`src/rtl/core/lfu_pkg.sv`:
```
// ----------------------------------------------------------------------------
// lfu_pkg: shared constants and helpers for the usage table
// Field widths, count limits, stream packing and count arithmetic.
// ----------------------------------------------------------------------------
package lfu_pkg;

  // field widths
  localparam int SYM_W = 16;
  localparam int CNT_W = 14;
  localparam int POS_W = 5;
  localparam int CAP_W = 6;
  localparam int ENTRY_W = SYM_W + CNT_W;

  // stream widths (whole bytes)
  localparam int S_DATA_W = 32;
  localparam int M_DATA_W = 40;

  // output tdata bit positions
  localparam int M_HIT_LSB = 0;
  localparam int M_POS_LSB = 1;
  localparam int M_CNT_LSB = 6;
  localparam int M_EV_LSB = 20;
  localparam int M_EVSYM_LSB = 21;

  // table defaults and limits
  localparam int DEPTH_DEFAULT = 32;
  localparam logic [CAP_W-1:0] CAP_RESET = 6'd10;
  localparam logic [CNT_W-1:0] COUNT_MAX = 14'd9999;
  localparam logic [CNT_W-1:0] COUNT_ABOVE_MAX = 14'd10000;

  // hit update: increment, saturating at the maximum count
  function automatic logic [CNT_W-1:0] sat_inc(input logic [CNT_W-1:0] cnt);
    logic [CNT_W-1:0] r;
    r = (cnt < COUNT_MAX) ? cnt + CNT_W'(1) : COUNT_MAX;
    return r;
  endfunction

  // insert count: zero becomes one, large values clip to the maximum
  function automatic logic [CNT_W-1:0] clamp_init(input logic [CNT_W-1:0] cnt);
    logic [CNT_W-1:0] r;
    if (cnt == '0) begin
      r = CNT_W'(1);
    end else if (cnt > COUNT_MAX) begin
      r = COUNT_MAX;
    end else begin
      r = cnt;
    end
    return r;
  endfunction

endpackage

```
`src/rtl/core/lfu_entry_ram.sv`:
```
// ----------------------------------------------------------------------------
// lfu_entry_ram: entry storage for the usage table
// One write port and one read port, read data registered.
// Each word holds a symbol id in the upper bits and its use count below.
// ----------------------------------------------------------------------------
module lfu_entry_ram #(
  parameter int DEPTH = lfu_pkg::DEPTH_DEFAULT,
  parameter int IDX_W = $clog2(DEPTH)
) (
  input  logic                        clk,
  input  logic                        wr_en,
  input  logic [IDX_W-1:0]            wr_addr,
  input  logic [lfu_pkg::ENTRY_W-1:0] wr_data,
  input  logic                        rd_en,
  input  logic [IDX_W-1:0]            rd_addr,
  output logic [lfu_pkg::ENTRY_W-1:0] rd_data
);
  import lfu_pkg::*;

  logic [ENTRY_W-1:0] mem [DEPTH];

  // write port
  always_ff @(posedge clk) begin
    if (wr_en) begin
      mem[wr_addr] <= wr_data;
    end
  end

  // registered read port
  always_ff @(posedge clk) begin
    if (rd_en) begin
      rd_data <= mem[rd_addr];
    end
  end

endmodule

```
`src/rtl/core/lfu_usage_table.sv`:
```
// ----------------------------------------------------------------------------
// lfu_usage_table: frequency-ranked symbol table with use counts
// A hit bumps the stored count (saturating); a miss appends the symbol,
// first evicting the earliest least-used entry when the table is full.
// ----------------------------------------------------------------------------
//
//  channel  | dir | handshake          | payload
//  ---------+-----+--------------------+--------------------------------------
//  s_*      | in  | s_tvalid/s_tready  | symbol_id, initial_count
//  m_*      | out | m_tvalid/m_tready  | hit, position, new_count, evicted,
//           |     |                    | evicted_symbol
//  cfg_*    | in  | cfg_wen            | capacity
//
//  One item at a time. A hit scans the occupied entries once; an insert
//  scans them and then appends the symbol; an eviction adds a shift pass
//  that moves every entry behind the victim down by one place, with no
//  moves when the victim is the last entry. Both passes are paced by the
//  single read port of the entry RAM, one entry per cycle.
//  Reset (rst, synchronous) empties the table and sets capacity to 10; the
//  RAM itself is not cleared, entries beyond the occupancy are never read.
//  A new item is taken once the previous result sits in the output register;
//  a stalled output only holds the block once the next result is ready.
//
module lfu_usage_table #(
  parameter int DEPTH = lfu_pkg::DEPTH_DEFAULT
) (
  input  logic                          clk,
  input  logic                          rst,
  // symbol_id [15:0], initial_count [29:16], zero [31:30]
  input  logic [lfu_pkg::S_DATA_W-1:0]  s_tdata,
  input  logic                          s_tvalid,
  output logic                          s_tready,
  // hit [0], position [5:1], new_count [19:6], evicted [20],
  // evicted_symbol [36:21], zero [39:37]
  output logic [lfu_pkg::M_DATA_W-1:0]  m_tdata,
  output logic                          m_tvalid,
  input  logic                          m_tready,
  input  logic                          cfg_wen,
  input  logic [lfu_pkg::CAP_W-1:0]     cfg_wdata
);
  import lfu_pkg::*;

  localparam int IDX_W = $clog2(DEPTH);
  localparam int OCC_W = $clog2(DEPTH + 1);
  localparam int CMP_W = (OCC_W > CAP_W) ? OCC_W : CAP_W;
  localparam logic [OCC_W-1:0] OCC_FULL = OCC_W'(DEPTH);

  // sequencer states
  localparam logic [2:0] ST_IDLE   = 3'd0;
  localparam logic [2:0] ST_SCAN   = 3'd1;
  localparam logic [2:0] ST_SHIFT  = 3'd2;
  localparam logic [2:0] ST_APPEND = 3'd3;
  localparam logic [2:0] ST_DONE   = 3'd4;

  logic [2:0]         state;
  logic [CAP_W-1:0]   capacity;
  logic [OCC_W-1:0]   occ;

  // current item
  logic [SYM_W-1:0]   sym;
  logic [CNT_W-1:0]   init_cnt;

  // read sequencing
  logic [OCC_W-1:0]   rd_cnt;
  logic               rd_pend;
  logic [IDX_W-1:0]   rd_tag;
  logic               rd_issue;

  // scan results
  logic               found;
  logic [IDX_W-1:0]   match_idx;
  logic [CNT_W-1:0]   match_cnt;
  logic [CNT_W-1:0]   min_cnt;
  logic [IDX_W-1:0]   min_idx;
  logic [SYM_W-1:0]   min_sym;

  // result under construction
  logic               res_hit;
  logic [POS_W-1:0]   res_pos;
  logic [CNT_W-1:0]   res_cnt;
  logic               res_ev;
  logic [SYM_W-1:0]   res_ev_sym;

  // RAM ports
  logic               wr_en;
  logic [IDX_W-1:0]   wr_addr;
  logic [ENTRY_W-1:0] wr_data;
  logic [ENTRY_W-1:0] rd_data;
  logic [SYM_W-1:0]   rd_sym;
  logic [CNT_W-1:0]   rd_uses;

  logic               scan_done;
  logic               shift_done;
  logic               table_full;
  logic [CMP_W-1:0]   occ_x;
  logic [CMP_W-1:0]   cap_x;
  logic [CNT_W-1:0]   hit_cnt;
  logic [CNT_W-1:0]   ins_cnt;

  lfu_entry_ram #(
    .DEPTH (DEPTH),
    .IDX_W (IDX_W)
  ) u_ram (
    .clk     (clk),
    .wr_en   (wr_en),
    .wr_addr (wr_addr),
    .wr_data (wr_data),
    .rd_en   (rd_issue),
    .rd_addr (rd_cnt[IDX_W-1:0]),
    .rd_data (rd_data)
  );

  assign rd_sym  = rd_data[ENTRY_W-1:CNT_W];
  assign rd_uses = rd_data[CNT_W-1:0];

  // one read per cycle while entries remain in the current pass
  assign rd_issue   = ((state == ST_SCAN) || (state == ST_SHIFT)) && (rd_cnt < occ);
  assign scan_done  = (state == ST_SCAN) && !rd_issue && !rd_pend;
  assign shift_done = (state == ST_SHIFT) && !rd_issue && !rd_pend;

  // full when the table is not empty and occupancy reaches capacity or the RAM depth
  assign occ_x      = CMP_W'(occ);
  assign cap_x      = CMP_W'(capacity);
  assign table_full = (occ != '0) && ((occ_x >= cap_x) || (occ == OCC_FULL));

  assign hit_cnt = sat_inc(match_cnt);
  assign ins_cnt = clamp_init(init_cnt);

  // RAM write select: hit update, shift move, append
  always_comb begin
    wr_en   = 1'b0;
    wr_addr = match_idx;
    wr_data = {sym, hit_cnt};
    if (scan_done && found) begin
      wr_en = 1'b1;
    end else if ((state == ST_SHIFT) && rd_pend) begin
      wr_en   = 1'b1;
      wr_addr = IDX_W'(rd_tag - IDX_W'(1));
      wr_data = rd_data;
    end else if (state == ST_APPEND) begin
      wr_en   = 1'b1;
      wr_addr = occ[IDX_W-1:0];
      wr_data = {sym, ins_cnt};
    end
  end

  assign s_tready = (state == ST_IDLE);

  // capacity register
  always_ff @(posedge clk) begin
    if (rst) begin
      capacity <= CAP_RESET;
    end else if (cfg_wen) begin
      capacity <= cfg_wdata;
    end
  end

  // read tracking
  always_ff @(posedge clk) begin
    if (rst) begin
      rd_pend <= 1'b0;
    end else begin
      rd_pend <= rd_issue;
    end
    rd_tag <= rd_cnt[IDX_W-1:0];
  end

  // main sequencer
  always_ff @(posedge clk) begin
    if (rst) begin
      state    <= ST_IDLE;
      occ      <= '0;
      found    <= 1'b0;
    end else begin
      case (state)
        ST_IDLE: begin
          if (s_tvalid) begin
            sym        <= s_tdata[SYM_W-1:0];
            init_cnt   <= s_tdata[SYM_W+CNT_W-1:SYM_W];
            rd_cnt     <= '0;
            found      <= 1'b0;
            min_cnt    <= COUNT_ABOVE_MAX;
            min_idx    <= '0;
            min_sym    <= '0;
            res_ev     <= 1'b0;
            res_ev_sym <= '0;
            state      <= ST_SCAN;
          end
        end
        ST_SCAN: begin
          if (rd_issue) begin
            rd_cnt <= rd_cnt + OCC_W'(1);
          end
          // compare returning entry: first match, first strict minimum
          if (rd_pend) begin
            if (!found && (rd_sym == sym)) begin
              found     <= 1'b1;
              match_idx <= rd_tag;
              match_cnt <= rd_uses;
            end
            if (rd_uses < min_cnt) begin
              min_cnt <= rd_uses;
              min_idx <= rd_tag;
              min_sym <= rd_sym;
            end
          end
          if (scan_done) begin
            if (found) begin
              res_hit <= 1'b1;
              res_pos <= POS_W'(match_idx);
              res_cnt <= hit_cnt;
              state   <= ST_DONE;
            end else if (table_full) begin
              res_ev     <= 1'b1;
              res_ev_sym <= min_sym;
              rd_cnt     <= OCC_W'(min_idx) + OCC_W'(1);
              state      <= ST_SHIFT;
            end else begin
              state <= ST_APPEND;
            end
          end
        end
        ST_SHIFT: begin
          if (rd_issue) begin
            rd_cnt <= rd_cnt + OCC_W'(1);
          end
          if (shift_done) begin
            occ   <= occ - OCC_W'(1);
            state <= ST_APPEND;
          end
        end
        ST_APPEND: begin
          res_hit <= 1'b0;
          res_pos <= POS_W'(occ);
          res_cnt <= ins_cnt;
          occ     <= occ + OCC_W'(1);
          state   <= ST_DONE;
        end
        ST_DONE: begin
          // hand result to the output register once it is free
          if (!m_tvalid || m_tready) begin
            state <= ST_IDLE;
          end
        end
        default: begin
          state <= ST_IDLE;
        end
      endcase
    end
  end

  // output valid: set on hand-over, cleared after the transfer
  always_ff @(posedge clk) begin
    if (rst) begin
      m_tvalid <= 1'b0;
    end else if ((state == ST_DONE) && (!m_tvalid || m_tready)) begin
      m_tvalid <= 1'b1;
    end else if (m_tready) begin
      m_tvalid <= 1'b0;
    end
  end

  // output payload register
  always_ff @(posedge clk) begin
    if ((state == ST_DONE) && (!m_tvalid || m_tready)) begin
      m_tdata <= {(M_DATA_W - M_EVSYM_LSB - SYM_W)'(0), res_ev_sym, res_ev,
                  res_cnt, res_pos, res_hit};
    end
  end

endmodule

```
`config.mk`:
```
export PLATFORM = sky130hd
export DESIGN_NAME = lfu_usage_table
export DESIGN_NICKNAME = d
export VERILOG_FILES = /design/src/rtl/core/lfu_pkg.sv /design/src/rtl/core/lfu_entry_ram.sv /design/src/rtl/core/lfu_usage_table.sv
export SDC_FILE = /design/constraint.sdc
export NUM_CORES = 1
export LEC_CHECK = 0
export BUFFER_PORTS_ARGS = -buffer_cell sky130_fd_sc_hd__buf_2
export CAP_MARGIN = 30
export CORE_MARGIN = 2
export CORE_UTILIZATION = 30
export CTS_CLUSTER_SIZE = 40
export DETAILED_ROUTE_END_ITERATION = 10
export PLACE_DENSITY_LB_ADDON = 0.08
export SYNTH_ARGS = -nofsm -noshare
export SYNTH_HDL_FRONTEND = slang
export SYNTH_SLANG_ARGS = --single-unit
export TNS_END_PERCENT = 10
```
`constraint.sdc`:
```
create_clock -name clk -period 13.5 [get_ports clk]
set_input_delay 2.025 -clock clk [delete_from_list [all_inputs] [get_ports clk]]
set_output_delay 2.025 -clock clk [all_outputs]
set_load 0.01 [all_outputs]
```
# [Yosys cells after proc, flatten, opt, wreduce, memory -nomap -nowiden]
# Memory sizes are Yosys's and may differ from the RTL's. A register that Yosys moved wholly into a read port is not among the register bits.
# Cells that the tools add are included.
[classes] add_sub_neg=6 magnitude_cmp=5 n_eq_ne=16 muxes=64 n_bitwise=1 reduce_logical=34
[ops] cell="14-bit 2-to-1 mux" n=9
[ops] cell="16-bit 2-to-1 mux" n=6
[ops] cell="16-bit one-hot mux with 2 select lines" n=2
[ops] cell="30-bit 2-to-1 mux" n=2
[ops] cell="14-bit one-hot mux with 2 select lines" n=2
[ops] cell="5-bit 2-to-1 mux" n=8
[ops] cell="6-bit 2-to-1 mux" n=6
[ops] cell="5-bit one-hot mux with 2 select lines" n=2
[ops] cell="6-bit one-hot mux with 3 select lines" n=1
[ops] cell="16-bit equality test" n=1
[ops] cell="1-bit 2-to-1 mux" n=16
[ops] cell="2-bit inequality test (second input constant)" n=8
[ops] cell="4-bit AND reduction" n=4
[ops] cell="3-bit 2-to-1 mux" n=5
[ops] cell="3-bit one-hot mux with 5 select lines" n=1
[ops] cell="14-bit by 1-bit adder with 14-bit output (second input constant)" n=1
[ops] cell="14-bit > comparator (second input constant)" n=1
[ops] cell="14-bit logical NOT" n=1
[ops] cell="14-bit < comparator" n=1
[ops] cell="14-bit < comparator (second input constant)" n=1
[ops] cell="6-bit by 1-bit adder with 6-bit output (second input constant)" n=2
[ops] cell="6-bit one-hot mux with 2 select lines" n=1
[ops] cell="1-bit logical AND" n=10
[ops] cell="2-bit nonzero test" n=4
[ops] cell="other kinds (21)" n=31
[totals] register_bits=187 ram_bits=960 in_bits=43 output_inout_bits=42 wordCells=148 n_memories=1
[memory_table] memory="u_ram.mem" words=32 word_bits=30 read_ports=1 rd_ports_with_merged_regs=1 write_ports=1 line="lfu_entry_ram.sv:20" text="logic [ENTRY_W-1:0] mem [DEPTH];"

# [Logic depth before layout (Yosys ltp)]
[logic_depth] depth_word=10 ltp_mapped=13 mapped_depth_nobuf=10

# [Modules after synthesis]
# A second synthesis with hierarchy kept.
[hier_totals] cells_unflattened=2807 hier_area_um2=46839.9
[modules_own_cells] module="lfu_entry_ram" instances=1 cells_per_inst=2122 area_each_um2=38359.3 seq_area_each_um2=29728.5
[modules_own_cells] module="lfu_usage_table" instances=1 cells_per_inst=685 area_each_um2=8480.6 seq_area_each_um2=5385.2

# [Worst setup path after synthesis]
# OpenSTA, ideal clock, no wires.
[synth_timing] path_type="in2reg" start="input rst" end="register match_cnt[0] (enable)" setup_ns=0.447 arrival_ns=4.241 required_ns=13.053 setup_slack_ns=8.812 path_stages=3 path_buffers=0 cell_sequence="inv_1 -> nand4_1 -> nor4_1"
[synth_between] elab_chain_len=2
[synth_lines] element="start: declaration" line="lfu_usage_table.sv:28" text="input logic rst,"
[synth_lines] element="1-bit NOT (no line)"
[synth_lines] element="4-bit AND reduction (no line)"
[synth_lines] element="end signal: assignment" line="lfu_usage_table.sv:199" text="match_cnt <= rd_uses;"
[synth_lines] element="end: declaration" line="lfu_usage_table.sv:72" text="logic [CNT_W-1:0] match_cnt;"
# No other way between the ends.
# A chain may end at the register's enable or synchronous reset.

# [Worst setup path after layout]
[layout_timing] start="register rd_cnt[0]" end="register u_ram.rd_data[15] in the netlist's numbering, read port of u_ram.mem (data pin)"
[layout_between] elab_chain_len=2
[layout_lines] element="start: declaration" line="lfu_usage_table.sv:64" text="logic [OCC_W-1:0] rd_cnt;"
[layout_lines] element="start signal: assignment" line="lfu_usage_table.sv:192" text="rd_cnt <= rd_cnt + OCC_W'(1);"
[layout_lines] element="start signal: assignment" line="lfu_usage_table.sv:216" text="rd_cnt <= OCC_W'(min_idx) + OCC_W'(1);"
[layout_lines] element="start signal: assignment" line="lfu_usage_table.sv:225" text="rd_cnt <= rd_cnt + OCC_W'(1);"
[layout_lines] element="6-bit < comparator" line="lfu_usage_table.sv:117" text="assign rd_issue = ((state == ST_SCAN) || (state == ST_SHIFT)) && (rd_cnt < occ);"
[layout_lines] element="1-bit logical AND" line="lfu_usage_table.sv:117"
[layout_lines] element="end: declaration" line="lfu_entry_ram.sv:16" text="output logic [lfu_pkg::ENTRY_W-1:0] rd_data"
# Several ways; a longest one is shown, not always the timed one.

==> impl_results.md <==
* Buf+Inv Stages, Crit Path at 5
* Min-Delay Path Class: flip-flop to flip-flop
* Design Power at 10.6 mW
* Number of library cell types mapped by synthesis at 70
* Critical R2R Launch: rd_cnt[0]
* Syn Area/Cell at 21.5 um^2
* Clock Path Buffers at 3
* Final critical-path required period at 5110 ps
* RD Place Congestion at 0.771
* Final-stage net count at about 2400
* Cell family with most CP delay: buffers and inverters
* Vias in the first global route at 23600
* Post-CTS Setup Inserts at 0
* Largest stage delay, worst path at 820 ps
* Vias per cell at 4.94
* 1st-pass router iterations at 5
* Worst-path cell chain: buf_12 -> buf_4 -> buf_4 -> buf_4 -> buf_16 -> mux4_2 -> mux4_2 -> mux2_2
* Setup TNS at 0 ps
* Post-route ant nets at 0
* Core area at 0.154 mm^2
* Largest net degree at the start of global routing at 125
* Crit-path max FO at 88
* Max Fclk at around 200 MHz
* CTS clk-pin slew, worst paths at around 60 ps
* Wirelength per Cell at 28.7 um
* CTS Hold Buffers Added at 0
* Worst R2R End: u_ram.rd_data[15]
* Vias at 22200
* Final-report max-slew violation count at 0
* Final Instance Area at 0.0542 mm^2
* Die width at 397 um
* Die area at 0.158 mm^2
* WP data arrival at 5610 ps
* Flop2flop setup slack at 8390 ps
* CP required at 14000 ps
* CTS tree: yes
* Clk_skew at 24.5 ps
* Syn Std Cell Area at 0.0463 mm^2
* Clk_lat worst skew at between 700 and 800 ps
* Cell Count Post-Placement at 4234
* Slew headroom at 28.8%
* Initial core utilization at 30.1%
* Predominant post-synthesis flop cell: edfxtp_1
* DRC violations left at 0
* Dpl cell area at slightly below 0.05 mm^2
* H-tree levels at 4
* Final worst setup slack at approximately 8400 ps
* Worst min-delay path startpoint: res_cnt[4]
* Dpl ws at 8000 ps
* Number of clock sinks at ~1200
* # resized after CTS at 0
* Register area share after synthesis at 75.8%
* CTS Root Cell: clkbuf_16
* Die Span Y at just under 400 um
* Inserted Clock Buffers at 134
* Dpl hpwl at 68200 um
* Site Rows at roughly 140
* I/O Buffers at 79
* Post-synth EDFFs at 1154
* First-pass GRT wire length at 182000 um
* RSZ-0062 raised after global routing: false
* Crit-path slowest cell: buf_4
* DRT Wirelength at 129000 um
* Synthesis-to-finish area growth at 17.1%
* Maximum VDD drop at 0.133 mV
* Max-cap violations at 0
* Share of flip-flops with an asynchronous set or reset at 0%
* Final hold violation count at 0
* Cell Pwr Density at 196 mW/mm^2
* Most used cell, CP: buf_4
* Worst Setup Path Type: flip-flop to flip-flop
* Fin cells at 4489
* CP startpoint kind: flip-flop
* Seq cells post-synth at 1177
* Final period utilization at 37.9%
* Pleak at around 17 nW
* Top-level I/O count at 85
* Crit path capture type: flip-flop
* Synth warn at 0
* Gr ovfl total at 0
* Final setup vio count at 0
* Least-Margin Pin Slew at around 1100 ps
* FF-to-FF path depth at 8
* Hold path depth at 0
* Gate count after technology mapping at 2155
* Worst Hold Path EP: m_tdata[10]
* Initial antenna violation count at 6
* Drt initial violations at 1546
* Tot GR Track Use at 16.5%
* Share of cells above drive strength 1 at 29.5%
* Outcome: complete, no violations
==> sequential cells by signal (all words and copies together) (netlist names), 6 cells and up <==
name           count
rd_cnt             6
u_ram.rd_data     30
match_cnt         14
min_sym           16
res_cnt           14
init_cnt          14
sym               16
occ                6
cap_x              6
u_ram.mem        960
res_ev_sym        16
m_tdata           37
min_cnt           14
==> worst max path at each step <==
stage                     startpoint                end  slack, ps  cells after the start
after floorplan                  rst       match_cnt[0]       8810                      3
after global placement     rd_cnt[0]  u_ram.rd_data[15]       7980                      7
after detailed placement   rd_cnt[0]  u_ram.rd_data[14]       8000                      7
after CTS                  rd_cnt[0]  u_ram.rd_data[14]       8010                      7
after global routing       rd_cnt[0]  u_ram.rd_data[14]       7950                      8
final                      rd_cnt[0]  u_ram.rd_data[15]       8390                      8
==> where the power goes <==
| group | leakage [nW] | internal [mW] | switching, mW |
|---|---|---|---|
| Sequential | 10.6 | 4.35 | 0.187 |
| Combinational | 4.58 | 1.23 | 1.38 |
| Clock | 2.03 | 2.05 | 1.44 |
| Total | 17.2 | 7.62 | 3.00 |
==> per-stage QoR <==
stage / hold WS, ps / utilization (%)
2_1_floorplan: 371 / -
3_5_place_dp: 405 / 32.3
5_1_grt: 424 / 35.3
3_3_place_gp: 402 / 32.3
6_report: 416 / 35.3
4_1_cts: 418 / 35.1
==> cells in the mapped netlist (7+ instances only) <==
library cell | n | area, um^2
nand4_1 | 8 | 50.1
a21o_1 | 9 | 67.6
clkbuf_1 | 62 | 233
a21oi_1 | 27 | 135
ha_1 | 32 | 400
mux2i_1 | 9 | 90.1
inv_1 | 35 | 131
o21ai_0 | 17 | 85.1
nor2_1 | 43 | 161
nand3_1 | 17 | 85.1
xnor2_1 | 22 | 193
edfxtp_1 | 1154 | 34700
dfxtp_1 | 23 | 460
buf_1 | 16 | 60.1
or3_1 | 7 | 43.8
mux4_2 | 300 | 6760
nor4_2 | 8 | 100
and4b_1 | 8 | 80.1
and3_1 | 50 | 313
buf_2 | 23 | 115
nor3_1 | 7 | 35.0
xor2_1 | 17 | 149
nand2b_1 | 7 | 43.8
nor4_1 | 10 | 62.6
mux2_2 | 31 | 349
nor4b_2 | 16 | 240
o22ai_1 | 7 | 43.8
nand2_1 | 94 | 353
==> cell families after synthesis <==
| group | Yosys count | share of synthesized area [%] |
|---|---|---|
| flip-flops | 1177 | 75.8 |
| multiplexers | 340 | 15.5 |
| AND/OR/NAND/NOR | 288 | 3.61 |
| buffers and inverters | 148 | 1.38 |
| AO/OA/AOI/OAI | 129 | 1.99 |
| XOR/XNOR | 39 | 0.738 |
| adder cells (fa/ha/maj) | 33 | 0.908 |
| other | 1 | 0.00810 |
==> layout make-up <==
cell class              instances  area, um^2
fillers                     14200       99500
diodes                          1        2.50
flip-flops and latches       1177       35100
clock buffers                 189        3750
well taps                    2044        2560
multi-input cells             832       10900
clock inverters                50         438
inverters                      38         145
repair buffers                158        1300
==> cell usage in the layout, fill, tap and decap left out, types with 6 or more instances in the layout <==
cell type	instances
edfxtp_1	1154
mux4_2	300
clkbuf_16	142
nand2_1	94
buf_2	79
buf_4	57
and3_1	49
clkbuf_1	45
nor2_1	42
inv_1	34
ha_1	32
mux2_2	31
a21oi_1	25
dfxtp_1	23
clkinv_1	23
xnor2_1	22
xor2_1	17
nand3_1	17
o21ai_0	16
nor4b_4	16
clkinv_2	13
buf_16	10
nor4_1	9
mux2i_1	9
a21o_1	9
nand4_1	8
and4b_2	8
nor4_4	8
nand2b_1	7
o22ai_1	7
or3_1	7
nor3_1	6
o211ai_1	6
bufinv_16	6
buf_12	6
==> metal layers <==
| metal | GRT usage [%] | share of wire, % | vias up |
|---|---|---|---|
| li1 | - | - | 9406 |
| met1 | 21.5 | 43 | 12200 |
| met4 | 4.38 | 1.9 | 0 |
| met2 | 28.5 | 51 | 438 |
| met5 | 0 | 0 | - |
| met3 | 2.51 | 3.4 | 153 |
(Power assumes the default switching activity.)
